--- src/sv/ulcd_pkg.sv ---
`timescale 1ns / 1ps
`default_nettype none

package ulcd_pkg;

  // Field widths of the channels.
  localparam int unsigned YEAR_W   = 14;
  localparam int unsigned MONTH_W  = 4;
  localparam int unsigned DAY_W    = 5;
  localparam int unsigned HOUR_W   = 5;
  localparam int unsigned MINUTE_W = 6;
  localparam int unsigned OFFSET_W = 7;

  // Internal widths, sized to the ranges the arithmetic can reach.
  localparam int unsigned ERA_W   = 6;   // era index, at most 40
  localparam int unsigned YOE_W   = 9;   // year of era, 0..399
  localparam int unsigned DOY_W   = 9;   // day of shifted year, up to 397 on the way in
  localparam int unsigned DOE_W   = 18;  // day of era, 0..146096 (146128 on the way in)
  localparam int unsigned ZDAY_W  = 23;  // days since 0000-03-01, below 6.0e6
  localparam int unsigned MIN_W   = 13;  // signed minute of the UTC day after the offset
  localparam int unsigned DELTA_W = 3;   // signed day carry, -1..2
  localparam int unsigned CY_W    = 15;  // civil year before wrapping to YEAR_W
  localparam int unsigned QUAD_W  = 7;   // day of era divided by four-year days

  // Calendar constants.
  localparam int unsigned ERA_YEARS    = 400;
  localparam int unsigned CENT_YEARS   = 100;
  localparam int unsigned ERA_DAYS     = 146097;
  localparam int unsigned ERA_LAST_DAY = 146096;
  localparam int unsigned CENT_DAYS    = 36524;
  localparam int unsigned QUAD_DAYS    = 1460;
  localparam int unsigned YEAR_DAYS    = 365;
  localparam int unsigned MONTHS       = 12;
  localparam int unsigned MONTH_FEB    = 2;
  localparam int unsigned MONTH_MAR    = 3;
  localparam int unsigned MP_JAN       = 10;  // January in the March-based month index
  localparam int unsigned JAN_SHIFT    = 9;   // distance from civil to March-based January

  // Time constants.
  localparam int unsigned MIN_PER_HOUR = 60;
  localparam int unsigned MIN_PER_DAY  = 1440;
  localparam int unsigned QUARTER_MIN  = 15;
  localparam int unsigned OFFSET_BIAS  = 48;

  localparam logic [OFFSET_W-1:0] OFFSET_RESET = OFFSET_W'(OFFSET_BIAS);

  // Constant divisions become a multiply by a rounded-up reciprocal and a shift.
  // Each shift K is chosen so that (largest dividend) * divisor < 2**K, which
  // makes the quotient exact without a correction step.
  localparam int unsigned DIV400_K  = 23;
  localparam int unsigned DIV400_MW = 15;
  localparam logic [63:0] DIV400_M64 =
      ((64'd1 << DIV400_K) + 64'(ERA_YEARS) - 64'd1) / 64'(ERA_YEARS);
  localparam logic [DIV400_MW-1:0] DIV400_M = DIV400_M64[DIV400_MW-1:0];

  localparam int unsigned DIVERA_K  = 41;
  localparam int unsigned DIVERA_MW = 24;
  localparam logic [63:0] DIVERA_M64 =
      ((64'd1 << DIVERA_K) + 64'(ERA_DAYS) - 64'd1) / 64'(ERA_DAYS);
  localparam logic [DIVERA_MW-1:0] DIVERA_M = DIVERA_M64[DIVERA_MW-1:0];

  localparam int unsigned DIVQUAD_K  = 29;
  localparam int unsigned DIVQUAD_MW = 19;
  localparam logic [63:0] DIVQUAD_M64 =
      ((64'd1 << DIVQUAD_K) + 64'(QUAD_DAYS) - 64'd1) / 64'(QUAD_DAYS);
  localparam logic [DIVQUAD_MW-1:0] DIVQUAD_M = DIVQUAD_M64[DIVQUAD_MW-1:0];

  localparam int unsigned DIVYEAR_K  = 27;
  localparam int unsigned DIVYEAR_MW = 19;
  localparam logic [63:0] DIVYEAR_M64 =
      ((64'd1 << DIVYEAR_K) + 64'(YEAR_DAYS) - 64'd1) / 64'(YEAR_DAYS);
  localparam logic [DIVYEAR_MW-1:0] DIVYEAR_M = DIVYEAR_M64[DIVYEAR_MW-1:0];

  // One reading as it enters the pipeline.
  typedef struct packed {
    logic                vld;
    logic                clock_ok;
    logic [YEAR_W-1:0]   year;
    logic [MONTH_W-1:0]  month;
    logic [DAY_W-1:0]    day;
    logic [HOUR_W-1:0]   hour;
    logic [MINUTE_W-1:0] minute;
  } rtc_t;

  // Local day number handed from the forward to the inverse conversion.
  typedef struct packed {
    logic              vld;
    logic              ok;
    logic [ZDAY_W-1:0] zday;
  } zday_t;

  // Finished local date.
  typedef struct packed {
    logic               vld;
    logic               ok;
    logic [YEAR_W-1:0]  year;
    logic [MONTH_W-1:0] month;
    logic [DAY_W-1:0]   day;
  } date_t;

  // First day of each month in a year that starts in March.
  function automatic logic [DOY_W-1:0] month_start(input logic [MONTH_W-1:0] mp);
    logic [DOY_W-1:0] s;
    case (mp)
      4'd0:    s = 9'd0;
      4'd1:    s = 9'd31;
      4'd2:    s = 9'd61;
      4'd3:    s = 9'd92;
      4'd4:    s = 9'd122;
      4'd5:    s = 9'd153;
      4'd6:    s = 9'd184;
      4'd7:    s = 9'd214;
      4'd8:    s = 9'd245;
      4'd9:    s = 9'd275;
      4'd10:   s = 9'd306;
      4'd11:   s = 9'd337;
      4'd12:   s = 9'd367;
      default: s = 9'd0;
    endcase
    return s;
  endfunction

  // Whole centuries in a year of era below 400.
  function automatic logic [1:0] cent_of_era(input logic [YOE_W-1:0] yoe);
    logic [1:0] c;
    c = 2'd0;
    if (yoe >= YOE_W'(CENT_YEARS)) c = 2'd1;
    if (yoe >= YOE_W'(2 * CENT_YEARS)) c = 2'd2;
    if (yoe >= YOE_W'(3 * CENT_YEARS)) c = 2'd3;
    return c;
  endfunction

endpackage

`default_nettype wire

--- src/sv/ulcd_if.sv ---
`timescale 1ns / 1ps
`default_nettype none

interface ulcd_cfg_if import ulcd_pkg::*; ();
  logic                valid;
  logic                ready;
  logic [OFFSET_W-1:0] utc_offset_quarters;

  modport source (output valid, output utc_offset_quarters, input ready);
  modport sink   (input valid, input utc_offset_quarters, output ready);
endinterface

interface ulcd_rtc_if import ulcd_pkg::*; ();
  logic                valid;
  logic                ready;
  logic                clock_ok;
  logic [YEAR_W-1:0]   utc_year;
  logic [MONTH_W-1:0]  utc_month;
  logic [DAY_W-1:0]    utc_day;
  logic [HOUR_W-1:0]   utc_hour;
  logic [MINUTE_W-1:0] utc_minute;

  modport source (output valid, output clock_ok, output utc_year, output utc_month,
                  output utc_day, output utc_hour, output utc_minute, input ready);
  modport sink   (input valid, input clock_ok, input utc_year, input utc_month,
                  input utc_day, input utc_hour, input utc_minute, output ready);
endinterface

interface ulcd_date_if import ulcd_pkg::*; ();
  logic               valid;
  logic               ready;
  logic               date_valid;
  logic [YEAR_W-1:0]  local_year;
  logic [MONTH_W-1:0] local_month;
  logic [DAY_W-1:0]   local_day;

  modport source (output valid, output date_valid, output local_year, output local_month,
                  output local_day, input ready);
  modport sink   (input valid, input date_valid, input local_year, input local_month,
                  input local_day, output ready);
endinterface

`default_nettype wire

--- src/sv/ulcd_days_from_civil.sv ---
`timescale 1ns / 1ps
`default_nettype none

module ulcd_days_from_civil import ulcd_pkg::*; (
  input  logic                clk_i,
  input  logic                rst_ni,
  input  logic                en_i,
  input  logic [OFFSET_W-1:0] offset_i,
  input  rtc_t                rtc_i,
  output zday_t               zday_o
);

  localparam int unsigned P400_W  = YEAR_W + DIV400_MW;
  localparam logic signed [MIN_W-1:0] DAY_MIN     = MIN_W'(MIN_PER_DAY);
  localparam logic signed [MIN_W-1:0] TWO_DAY_MIN = MIN_W'(2 * MIN_PER_DAY);

  // Stage A: validity, March-based month and year, minute of the local day.
  logic                a_vld_q, a_ok_q, a_ok_d, a_early;
  logic [YEAR_W-1:0]   a_yadj_q, a_yadj_d;
  logic [MONTH_W-1:0]  a_mpi_q, a_mpi_d;
  logic [DAY_W-1:0]    a_day_q;
  logic [MIN_W-1:0]    a_min_q, a_min_d;

  assign a_ok_d  = rtc_i.clock_ok && (rtc_i.year != '0) && (rtc_i.month != '0) &&
                   (rtc_i.day != '0);
  assign a_early = rtc_i.month <= MONTH_W'(MONTH_FEB);
  assign a_yadj_d = rtc_i.year - YEAR_W'(a_early);
  assign a_mpi_d  = a_early ? rtc_i.month + MONTH_W'(JAN_SHIFT)
                            : rtc_i.month - MONTH_W'(MONTH_MAR);
  assign a_min_d  = MIN_W'(int'(rtc_i.hour) * MIN_PER_HOUR + int'(rtc_i.minute) +
                           int'(offset_i) * QUARTER_MIN - OFFSET_BIAS * QUARTER_MIN);

  // Stage B: era of the year, day of year, and the day carry of the minutes.
  logic                      b_vld_q, b_ok_q;
  logic [P400_W-1:0]         b_prod;
  logic [ERA_W-1:0]          b_era_q, b_era_d;
  logic [YEAR_W-1:0]         b_yadj_q;
  logic [DOY_W-1:0]          b_doy_q, b_doy_d;
  logic signed [MIN_W-1:0]   b_min;
  logic signed [DELTA_W-1:0] b_delta_q, b_delta_d;

  assign b_prod  = P400_W'(a_yadj_q) * P400_W'(DIV400_M);
  assign b_era_d = b_prod[DIV400_K +: ERA_W];
  assign b_doy_d = month_start(a_mpi_q) + DOY_W'(a_day_q) - DOY_W'(1);
  assign b_min   = signed'(a_min_q);

  always_comb begin
    if (b_min < 0) begin
      b_delta_d = -DELTA_W'(1);
    end else if (b_min < DAY_MIN) begin
      b_delta_d = DELTA_W'(0);
    end else if (b_min < TWO_DAY_MIN) begin
      b_delta_d = DELTA_W'(1);
    end else begin
      b_delta_d = DELTA_W'(2);
    end
  end

  // Stage C: year of era and the first day of the era.
  logic                      c_vld_q, c_ok_q;
  logic [YOE_W-1:0]          c_yoe_q, c_yoe_d;
  logic [ZDAY_W-1:0]         c_zera_q, c_zera_d;
  logic [DOY_W-1:0]          c_doy_q;
  logic signed [DELTA_W-1:0] c_delta_q;

  assign c_yoe_d  = YOE_W'(b_yadj_q - YEAR_W'(b_era_q) * YEAR_W'(ERA_YEARS));
  assign c_zera_d = ZDAY_W'(b_era_q) * ZDAY_W'(ERA_DAYS);

  // Stage D: day of era.
  logic                      d_vld_q, d_ok_q;
  logic [ZDAY_W-1:0]         d_zera_q;
  logic [DOE_W-1:0]          d_doe_q, d_doe_d;
  logic signed [DELTA_W-1:0] d_delta_q;

  assign d_doe_d = DOE_W'(c_yoe_q) * DOE_W'(YEAR_DAYS) + DOE_W'(c_yoe_q >> 2) -
                   DOE_W'(cent_of_era(c_yoe_q)) + DOE_W'(c_doy_q);

  // Stage E: local day number counted from 0000-03-01.
  logic              e_vld_q, e_ok_q;
  logic [ZDAY_W-1:0] e_zday_q, e_zday_d;

  assign e_zday_d = d_zera_q + ZDAY_W'(d_doe_q) + ZDAY_W'(d_delta_q);

  always_ff @(posedge clk_i or negedge rst_ni) begin
    if (!rst_ni) begin
      a_vld_q <= 1'b0;
      b_vld_q <= 1'b0;
      c_vld_q <= 1'b0;
      d_vld_q <= 1'b0;
      e_vld_q <= 1'b0;
    end else if (en_i) begin
      a_vld_q <= rtc_i.vld;
      b_vld_q <= a_vld_q;
      c_vld_q <= b_vld_q;
      d_vld_q <= c_vld_q;
      e_vld_q <= d_vld_q;
    end
  end

  always_ff @(posedge clk_i) begin
    if (en_i) begin
      a_ok_q    <= a_ok_d;
      a_yadj_q  <= a_yadj_d;
      a_mpi_q   <= a_mpi_d;
      a_day_q   <= rtc_i.day;
      a_min_q   <= a_min_d;
      b_ok_q    <= a_ok_q;
      b_era_q   <= b_era_d;
      b_yadj_q  <= a_yadj_q;
      b_doy_q   <= b_doy_d;
      b_delta_q <= b_delta_d;
      c_ok_q    <= b_ok_q;
      c_yoe_q   <= c_yoe_d;
      c_zera_q  <= c_zera_d;
      c_doy_q   <= b_doy_q;
      c_delta_q <= b_delta_q;
      d_ok_q    <= c_ok_q;
      d_zera_q  <= c_zera_q;
      d_doe_q   <= d_doe_d;
      d_delta_q <= c_delta_q;
      e_ok_q    <= d_ok_q;
      e_zday_q  <= e_zday_d;
    end
  end

  assign zday_o.vld  = e_vld_q;
  assign zday_o.ok   = e_ok_q;
  assign zday_o.zday = e_zday_q;

endmodule

`default_nettype wire

--- src/sv/ulcd_civil_from_days.sv ---
`timescale 1ns / 1ps
`default_nettype none

module ulcd_civil_from_days import ulcd_pkg::*; (
  input  logic  clk_i,
  input  logic  rst_ni,
  input  logic  en_i,
  input  zday_t zday_i,
  output date_t date_o
);

  localparam int unsigned PERA_W  = ZDAY_W + DIVERA_MW;
  localparam int unsigned PQUAD_W = DOE_W + DIVQUAD_MW;
  localparam int unsigned PYEAR_W = DOE_W + DIVYEAR_MW;

  // Stage F: era of the day number.
  logic                f_vld_q, f_ok_q;
  logic [ZDAY_W-1:0]   f_zday_q;
  logic [PERA_W-1:0]   f_prod;
  logic [ERA_W-1:0]    f_era_q, f_era_d;

  assign f_prod  = PERA_W'(zday_i.zday) * PERA_W'(DIVERA_M);
  assign f_era_d = f_prod[DIVERA_K +: ERA_W];

  // Stage G: day of era.
  logic                g_vld_q, g_ok_q;
  logic [ERA_W-1:0]    g_era_q;
  logic [DOE_W-1:0]    g_doe_q, g_doe_d;

  assign g_doe_d = DOE_W'(f_zday_q - ZDAY_W'(f_era_q) * ZDAY_W'(ERA_DAYS));

  // Stage H: remove leap days so that a plain division by 365 gives the year.
  logic                h_vld_q, h_ok_q;
  logic [ERA_W-1:0]    h_era_q;
  logic [DOE_W-1:0]    h_doe_q, h_num_q, h_num_d;
  logic [PQUAD_W-1:0]  h_prod;
  logic [QUAD_W-1:0]   h_quad;
  logic [2:0]          h_cent;
  logic                h_last;

  assign h_prod = PQUAD_W'(g_doe_q) * PQUAD_W'(DIVQUAD_M);
  assign h_quad = h_prod[DIVQUAD_K +: QUAD_W];
  assign h_last = g_doe_q == DOE_W'(ERA_LAST_DAY);

  always_comb begin
    h_cent = 3'd0;
    for (int k = 1; k <= 4; k++) begin
      if (g_doe_q >= DOE_W'(k * CENT_DAYS)) begin
        h_cent = h_cent + 3'd1;
      end
    end
  end

  assign h_num_d = g_doe_q - DOE_W'(h_quad) + DOE_W'(h_cent) - DOE_W'(h_last);

  // Stage I: year of era.
  logic                i_vld_q, i_ok_q;
  logic [ERA_W-1:0]    i_era_q;
  logic [DOE_W-1:0]    i_doe_q;
  logic [PYEAR_W-1:0]  i_prod;
  logic [YOE_W-1:0]    i_yoe_q, i_yoe_d;

  assign i_prod  = PYEAR_W'(h_num_q) * PYEAR_W'(DIVYEAR_M);
  assign i_yoe_d = i_prod[DIVYEAR_K +: YOE_W];

  // Stage J: day of the March-based year and the full year.
  logic                j_vld_q, j_ok_q;
  logic [DOE_W-1:0]    j_ystart;
  logic [DOY_W-1:0]    j_doy_q, j_doy_d;
  logic [CY_W-1:0]     j_year_q, j_year_d;

  assign j_ystart = DOE_W'(i_yoe_q) * DOE_W'(YEAR_DAYS) + DOE_W'(i_yoe_q >> 2) -
                    DOE_W'(cent_of_era(i_yoe_q));
  assign j_doy_d  = DOY_W'(i_doe_q - j_ystart);
  assign j_year_d = CY_W'(i_yoe_q) + CY_W'(i_era_q) * CY_W'(ERA_YEARS);

  // Stage K: March-based month, found by comparing against the month starts.
  logic                k_vld_q, k_ok_q;
  logic [DOY_W-1:0]    k_doy_q;
  logic [CY_W-1:0]     k_year_q;
  logic [MONTH_W-1:0]  k_mp_q, k_mp_d;

  always_comb begin
    k_mp_d = '0;
    for (int k = 1; k < MONTHS; k++) begin
      if (j_doy_q >= month_start(MONTH_W'(k))) begin
        k_mp_d = k_mp_d + MONTH_W'(1);
      end
    end
  end

  // Stage L: civil month and day, year carry for January and February.
  logic                l_vld_q, l_ok_q;
  logic [MONTH_W-1:0]  l_mon;
  logic [YEAR_W-1:0]   l_year_q, l_year_d;
  logic [MONTH_W-1:0]  l_month_q, l_month_d;
  logic [DAY_W-1:0]    l_day_q, l_day_d;

  assign l_mon = (k_mp_q < MONTH_W'(MP_JAN)) ? k_mp_q + MONTH_W'(MONTH_MAR)
                                             : k_mp_q - MONTH_W'(JAN_SHIFT);

  always_comb begin
    if (k_ok_q) begin
      l_year_d  = YEAR_W'(k_year_q + CY_W'(l_mon <= MONTH_W'(MONTH_FEB)));
      l_month_d = l_mon;
      l_day_d   = DAY_W'(k_doy_q - month_start(k_mp_q) + DOY_W'(1));
    end else begin
      l_year_d  = '0;
      l_month_d = '0;
      l_day_d   = '0;
    end
  end

  always_ff @(posedge clk_i or negedge rst_ni) begin
    if (!rst_ni) begin
      f_vld_q <= 1'b0;
      g_vld_q <= 1'b0;
      h_vld_q <= 1'b0;
      i_vld_q <= 1'b0;
      j_vld_q <= 1'b0;
      k_vld_q <= 1'b0;
      l_vld_q <= 1'b0;
    end else if (en_i) begin
      f_vld_q <= zday_i.vld;
      g_vld_q <= f_vld_q;
      h_vld_q <= g_vld_q;
      i_vld_q <= h_vld_q;
      j_vld_q <= i_vld_q;
      k_vld_q <= j_vld_q;
      l_vld_q <= k_vld_q;
    end
  end

  always_ff @(posedge clk_i) begin
    if (en_i) begin
      f_ok_q    <= zday_i.ok;
      f_zday_q  <= zday_i.zday;
      f_era_q   <= f_era_d;
      g_ok_q    <= f_ok_q;
      g_era_q   <= f_era_q;
      g_doe_q   <= g_doe_d;
      h_ok_q    <= g_ok_q;
      h_era_q   <= g_era_q;
      h_doe_q   <= g_doe_q;
      h_num_q   <= h_num_d;
      i_ok_q    <= h_ok_q;
      i_era_q   <= h_era_q;
      i_doe_q   <= h_doe_q;
      i_yoe_q   <= i_yoe_d;
      j_ok_q    <= i_ok_q;
      j_doy_q   <= j_doy_d;
      j_year_q  <= j_year_d;
      k_ok_q    <= j_ok_q;
      k_doy_q   <= j_doy_q;
      k_year_q  <= j_year_q;
      k_mp_q    <= k_mp_d;
      l_ok_q    <= k_ok_q;
      l_year_q  <= l_year_d;
      l_month_q <= l_month_d;
      l_day_q   <= l_day_d;
    end
  end

  assign date_o.vld   = l_vld_q;
  assign date_o.ok    = l_ok_q;
  assign date_o.year  = l_year_q;
  assign date_o.month = l_month_q;
  assign date_o.day   = l_day_q;

endmodule

`default_nettype wire

--- src/sv/utc_to_local_civil_date_core.sv ---
`timescale 1ns / 1ps
`default_nettype none

// UTC to local calendar date converter. Each beat on rtc_i carries one clock
// reading (success flag, UTC year, month, day, hour and minute); each beat on
// date_o carries the local calendar date for it, in the same order. A failed
// read or a zero year, month or day yields date_valid low with an all-zero
// date. Otherwise the UTC date is turned into a day number with the 400-year
// era method, the time of day plus the configured offset moves it by minus one
// to plus two days, and the day number is turned back into year, month and day.
// Out-of-range months, days, hours and minutes simply roll forward, and a year
// past 16383 wraps. The offset register (cfg_i, reset 48, meaning UTC) counts
// quarter hours with a bias of 48 and should only be written while no reading
// is in flight. The block takes one reading every clock cycle while date_o is
// not stalled; a result leaves the output register after passing through the
// twelve register stages of the pipeline (five for the forward conversion,
// seven for the inverse one). When date_o is stalled the whole pipeline holds,
// and rtc_i.ready drops in the same cycle.

module utc_to_local_civil_date_core import ulcd_pkg::*; (
  input  logic        clk_i,
  input  logic        rst_ni,
  ulcd_cfg_if.sink    cfg_i,
  ulcd_rtc_if.sink    rtc_i,
  ulcd_date_if.source date_o
);

  // Offset register. Writes are always taken.
  logic [OFFSET_W-1:0] offset_q, offset_d;

  assign cfg_i.ready = 1'b1;
  assign offset_d    = cfg_i.valid ? cfg_i.utc_offset_quarters : offset_q;

  always_ff @(posedge clk_i or negedge rst_ni) begin
    if (!rst_ni) begin
      offset_q <= OFFSET_RESET;
    end else begin
      offset_q <= offset_d;
    end
  end

  // The pipeline moves as a whole whenever the output register is empty or
  // its beat is being taken.
  logic  advance;
  rtc_t  rtc;
  zday_t zday;
  date_t date;

  assign advance     = !date.vld || date_o.ready;
  assign rtc_i.ready = advance;

  assign rtc.vld      = rtc_i.valid;
  assign rtc.clock_ok = rtc_i.clock_ok;
  assign rtc.year     = rtc_i.utc_year;
  assign rtc.month    = rtc_i.utc_month;
  assign rtc.day      = rtc_i.utc_day;
  assign rtc.hour     = rtc_i.utc_hour;
  assign rtc.minute   = rtc_i.utc_minute;

  ulcd_days_from_civil u_days (
    .clk_i    (clk_i),
    .rst_ni   (rst_ni),
    .en_i     (advance),
    .offset_i (offset_q),
    .rtc_i    (rtc),
    .zday_o   (zday)
  );

  ulcd_civil_from_days u_civil (
    .clk_i  (clk_i),
    .rst_ni (rst_ni),
    .en_i   (advance),
    .zday_i (zday),
    .date_o (date)
  );

  assign date_o.valid       = date.vld;
  assign date_o.date_valid  = date.ok;
  assign date_o.local_year  = date.year;
  assign date_o.local_month = date.month;
  assign date_o.local_day   = date.day;

  // A stalled result must hold off new readings in the same cycle.
  a_stall_blocks_input: assert property (@(posedge clk_i) disable iff (!rst_ni)
      (date_o.valid && !date_o.ready) |-> !rtc_i.ready)
    else $error("reading accepted while the result is stalled");

  // A computed date always has a real month and a nonzero day.
  a_date_in_range: assert property (@(posedge clk_i) disable iff (!rst_ni)
      (date_o.valid && date_o.date_valid) |->
      (date_o.local_month >= MONTH_W'(1) && date_o.local_month <= MONTH_W'(MONTHS) &&
       date_o.local_day != '0))
    else $error("computed local date out of range");

  // An invalid reading gives an all-zero date.
  a_invalid_zero: assert property (@(posedge clk_i) disable iff (!rst_ni)
      (date_o.valid && !date_o.date_valid) |->
      (date_o.local_year == '0 && date_o.local_month == '0 && date_o.local_day == '0))
    else $error("invalid reading produced a nonzero date");

endmodule

`default_nettype wire

--- src/flat_wrapper.sv ---
// flat-port wrapper written by rule: the top's interface ports become plain ports
module utc_to_local_civil_date_core_flat import ulcd_pkg::*;
  (clk_i, rst_ni, cfg_i_valid, cfg_i_utc_offset_quarters, cfg_i_ready, rtc_i_valid, rtc_i_clock_ok, rtc_i_utc_year, rtc_i_utc_month, rtc_i_utc_day, rtc_i_utc_hour, rtc_i_utc_minute, rtc_i_ready, date_o_valid, date_o_date_valid, date_o_local_year, date_o_local_month, date_o_local_day, date_o_ready);
  ulcd_cfg_if cfg_i_i ();
  ulcd_rtc_if rtc_i_i ();
  ulcd_date_if date_o_i ();
  input  logic clk_i;
  input  logic rst_ni;
  input wire logic [$bits(cfg_i_i.valid)-1:0] cfg_i_valid;
  input wire logic [$bits(cfg_i_i.utc_offset_quarters)-1:0] cfg_i_utc_offset_quarters;
  output wire logic [$bits(cfg_i_i.ready)-1:0] cfg_i_ready;
  input wire logic [$bits(rtc_i_i.valid)-1:0] rtc_i_valid;
  input wire logic [$bits(rtc_i_i.clock_ok)-1:0] rtc_i_clock_ok;
  input wire logic [$bits(rtc_i_i.utc_year)-1:0] rtc_i_utc_year;
  input wire logic [$bits(rtc_i_i.utc_month)-1:0] rtc_i_utc_month;
  input wire logic [$bits(rtc_i_i.utc_day)-1:0] rtc_i_utc_day;
  input wire logic [$bits(rtc_i_i.utc_hour)-1:0] rtc_i_utc_hour;
  input wire logic [$bits(rtc_i_i.utc_minute)-1:0] rtc_i_utc_minute;
  output wire logic [$bits(rtc_i_i.ready)-1:0] rtc_i_ready;
  output wire logic [$bits(date_o_i.valid)-1:0] date_o_valid;
  output wire logic [$bits(date_o_i.date_valid)-1:0] date_o_date_valid;
  output wire logic [$bits(date_o_i.local_year)-1:0] date_o_local_year;
  output wire logic [$bits(date_o_i.local_month)-1:0] date_o_local_month;
  output wire logic [$bits(date_o_i.local_day)-1:0] date_o_local_day;
  input wire logic [$bits(date_o_i.ready)-1:0] date_o_ready;
  assign cfg_i_i.valid = cfg_i_valid;
  assign cfg_i_i.utc_offset_quarters = cfg_i_utc_offset_quarters;
  assign cfg_i_ready = cfg_i_i.ready;
  assign rtc_i_i.valid = rtc_i_valid;
  assign rtc_i_i.clock_ok = rtc_i_clock_ok;
  assign rtc_i_i.utc_year = rtc_i_utc_year;
  assign rtc_i_i.utc_month = rtc_i_utc_month;
  assign rtc_i_i.utc_day = rtc_i_utc_day;
  assign rtc_i_i.utc_hour = rtc_i_utc_hour;
  assign rtc_i_i.utc_minute = rtc_i_utc_minute;
  assign rtc_i_ready = rtc_i_i.ready;
  assign date_o_valid = date_o_i.valid;
  assign date_o_date_valid = date_o_i.date_valid;
  assign date_o_local_year = date_o_i.local_year;
  assign date_o_local_month = date_o_i.local_month;
  assign date_o_local_day = date_o_i.local_day;
  assign date_o_i.ready = date_o_ready;
  utc_to_local_civil_date_core u_core (.clk_i(clk_i), .rst_ni(rst_ni), .cfg_i(cfg_i_i), .rtc_i(rtc_i_i), .date_o(date_o_i));
endmodule
--- config.mk ---
export PLATFORM = sky130hd
export DESIGN_NAME = utc_to_local_civil_date_core_flat
export DESIGN_NICKNAME = d
export VERILOG_FILES = /design/src/sv/ulcd_pkg.sv /design/src/sv/ulcd_if.sv /design/src/sv/ulcd_days_from_civil.sv /design/src/sv/ulcd_civil_from_days.sv /design/src/sv/utc_to_local_civil_date_core.sv /design/src/flat_wrapper.sv
export SDC_FILE = /design/constraint.sdc
export NUM_CORES = 2
export LEC_CHECK = 0
export BUFFER_PORTS_ARGS = -buffer_cell sky130_fd_sc_hd__clkbuf_2
export CAP_MARGIN = 20
export CORE_UTILIZATION = 40
export DETAILED_ROUTE_END_ITERATION = 10
export SYNTH_ARGS = -nofsm -noshare
export SYNTH_HDL_FRONTEND = slang
export SYNTH_HIERARCHICAL = 1
export SYNTH_SLANG_ARGS = --single-unit
--- constraint.sdc ---
create_clock -name clk_i -period 34.3 [get_ports clk_i]
set_input_delay 6.86 -clock clk_i [delete_from_list [all_inputs] [get_ports clk_i]]
set_output_delay 6.86 -clock clk_i [all_outputs]
set_load 0.03 [all_outputs]
==> reports/metrics.yaml <==
run_status:
  status: "complete, but fails checks"
  violations: "design-rule violations"
global_routing:
  grt_max_degree: 161
  grt_pass1_wl_um: 167500
  antenna_found_initial: 2
  grt_pass1_vias: 32140
  grt_usage_pct: 16.58
  grt_overflow: 0
logic_synthesis:
  yosys_warnings: 6
  yosysTopAreaCell: "fa_1"
  synth_edf_count: 355
  ys_ff_latch: 388
  ys_seq_area_share_pct: 22.79
  synthCells: 4502
  synth_nets: 6232
  synth_ff_type: "edfxtp_1"
  synthDistinctLibCells: 96
  synthTopCellsByArea: "fa_1 26%, ha_1 26%, edfxtp_1 21%"
  ys_async_sr_fraction_pct: 4.897
  ys_top_cells_by_count: "1176 x inv_1, 1030 x ha_1, 653 x fa_1, 355 x edfxtp_1, 158 x xnor2_1"
  synth_area_per_cell_sq_um: 11.13
  synth_top_area_share_pct: 26.09
  syn_area_sq_um: 50110
  yosysMostFrequentCell: "inv_1"
setup_path:
  crit_type: "in2out"
  arrival_ns: 7.77
  cp-start-kind: "primary input"
  cp.required_ns: 27.44
  critPathMaxFanout: 26
  end_kind: "output port"
drt:
  detail-route-antenna-nets: 0
  drt-vias-per-instance: 4.842
  drt_iter0_drc: 1334
  drc: 4
  vias: 30460
  firstDrtPassIters: 10
  routedWlPerCell_um: 15.97
  wl_um: 100400
floorplanning:
  io_pins: 74
  die_x_um: 355.9
  dieArea_sq_um: 126700
  core_sq_um: 124000
  die_h_um: 355.9
  start_util_pct: 40.43
  rows: 129
worst_hold_path:
  min_path_type: "reg2reg"
finish:
  utilization_pct: 43.74
  n_fill_cell: 11720
  layout.cells.non_filler: 6291
  syn_to_final_growth_pct: 8.192
  layout-drive-gt1-share_pct: 4.792
  antenna_cells: 0
  nNetsFinal: 6342
clock_network:
  cts_tree: "yes"
  cts.sinks: 388
  clockBufferDepth: 3
  insertion_delay_ns: 0.63
  hold_buffers: 0
  cts_resized: 0
  cts_buffers: 50
  path_clk_slew_ns: 0.06
  cts_root_buffer: "clkbuf_16"
  htree_levels: 2
  cts_setup_buffers: 0
sta:
  tns_ns: 0
  worst_slew_pin_slew_ns: 1.138
  min_period_ns: 14.63
  fin_crit_sh_pct: 42.64
  finalHoldViolCount: 0
  fin_worst_skew_ns: 0.03844
  slew_violations: 0
  holdWs_ns: 0.4121
  fmax_mhz: 68.37
  setup_viol: 0
  max_slew_margin_pct: 24.12
  rsz0062_at_grt: "no"
place:
  place_inst: 6197
  port_buffers: 72
  place_hpwl_um: 83720
  gp_congestion: 0.8614
job:
  cap_violations: 0
layout make-up:
cell class	instances	area [sq um]	share of cell area, %
multi-input combinational	2911	34130	62.94
sequential	388	11420	21.06
inverter	1176	4414	8.142
tap	1637	2048	3.778
clock buffer	56	1295	2.389
timing repair buffer	85	470.5	0.8677
clock inverter	38	444.2	0.8193
worst max-delay path, cell delays in order:
cell      delay [ns]
clkbuf_2        0.08
nand2b_4        0.46
clkbuf_2        0.35
routing by layer:
metal	share of wire [%]	routed length, um	vias to the layer above	global-route usage, %
met3	3.8	3830	94	2.330
met1	47	46990	15090	22.84
met5	0	0	-	0
li1	-	-	14900	-
met4	1.7	1701	0	3.116
met2	48	47920	372	27.84
state kept, by name (all words and copies together) (netlist names), 14 cells and up, named ones only:
register,count
u_core/u_civil/j_year_q,14
u_core/u_days/d_doe_q,18
u_core/u_civil/g_doe_q,18
u_core/u_days/e_zday_q,23
u_core/u_days/c_zera_q,23
u_core/u_civil/f_zday_q,18
u_core/u_days/a_yadj_q,14
u_core/u_days/d_zera_q,23
u_core/u_civil/h_num_q,18
u_core/u_civil/l_year_q,14
u_core/u_civil/k_year_q,14
through the flow:
step | setup slack (ns) | cell area, sq um
final | 19.67 | 54220
after global routing | 19.60 | 54220
after CTS | 19.63 | 54220
after detailed placement | 19.63 | 52480
after global placement | 19.65 | 52480
after floorplan | 11.74 | 50110
cells by family after synthesis:
kind of cell	Yosys count	synth area share (%)
adders and majority gates	1683	51.81
buffers and inverters	1203	9.129
AOI/OAI and AO/OA	507	6.697
DFF	388	22.79
and+or+nand+nor	461	4.752
muxes	39	0.9039
xor gates and xnor gates	220	3.920
other	1	0.007483
layout by cell type, fill, tap and decap left out, types with 51 or more instances in the layout:
| cell | Yosys | layout |
|---|---|---|
| clkbuf_2 | 0 | 72 |
| edfxtp_1 | 355 | 355 |
| nand2_1 | 97 | 97 |
| ha_1 | 1030 | 1030 |
| inv_1 | 1176 | 1176 |
| xor2_1 | 58 | 58 |
| xnor2_1 | 158 | 158 |
| o21ai_0 | 82 | 82 |
| clkbuf_16 | 0 | 51 |
| a21oi_1 | 144 | 144 |
| fa_1 | 653 | 653 |
| nor2_1 | 102 | 102 |
| a21o_1 | 64 | 64 |
worst paths after layout:
check / from / to / slack [ns] / cells past startpoint
max reg2reg: u_core/u_civil/g_doe_q[12] / u_core/u_civil/h_num_q[17] / 24.12 / 33
min: u_core/u_days/c_zera_q[20] / u_core/u_days/d_zera_q[20] / 0.41 / 0
min reg2reg: u_core/u_days/c_zera_q[20] / u_core/u_days/d_zera_q[20] / 0.41 / 0
min in group asynchronous: rst_ni / u_core/offset_q[3] / 6.19 / 1
max in group asynchronous: rst_ni / u_core/offset_q[5] / 27.74 / 1
max: date_o_ready / rtc_i_ready / 19.67 / 3
Power is left out: the tool's default activity adds up to more than one toggle a clock period on the data nets, which glitch-free logic cannot reach.
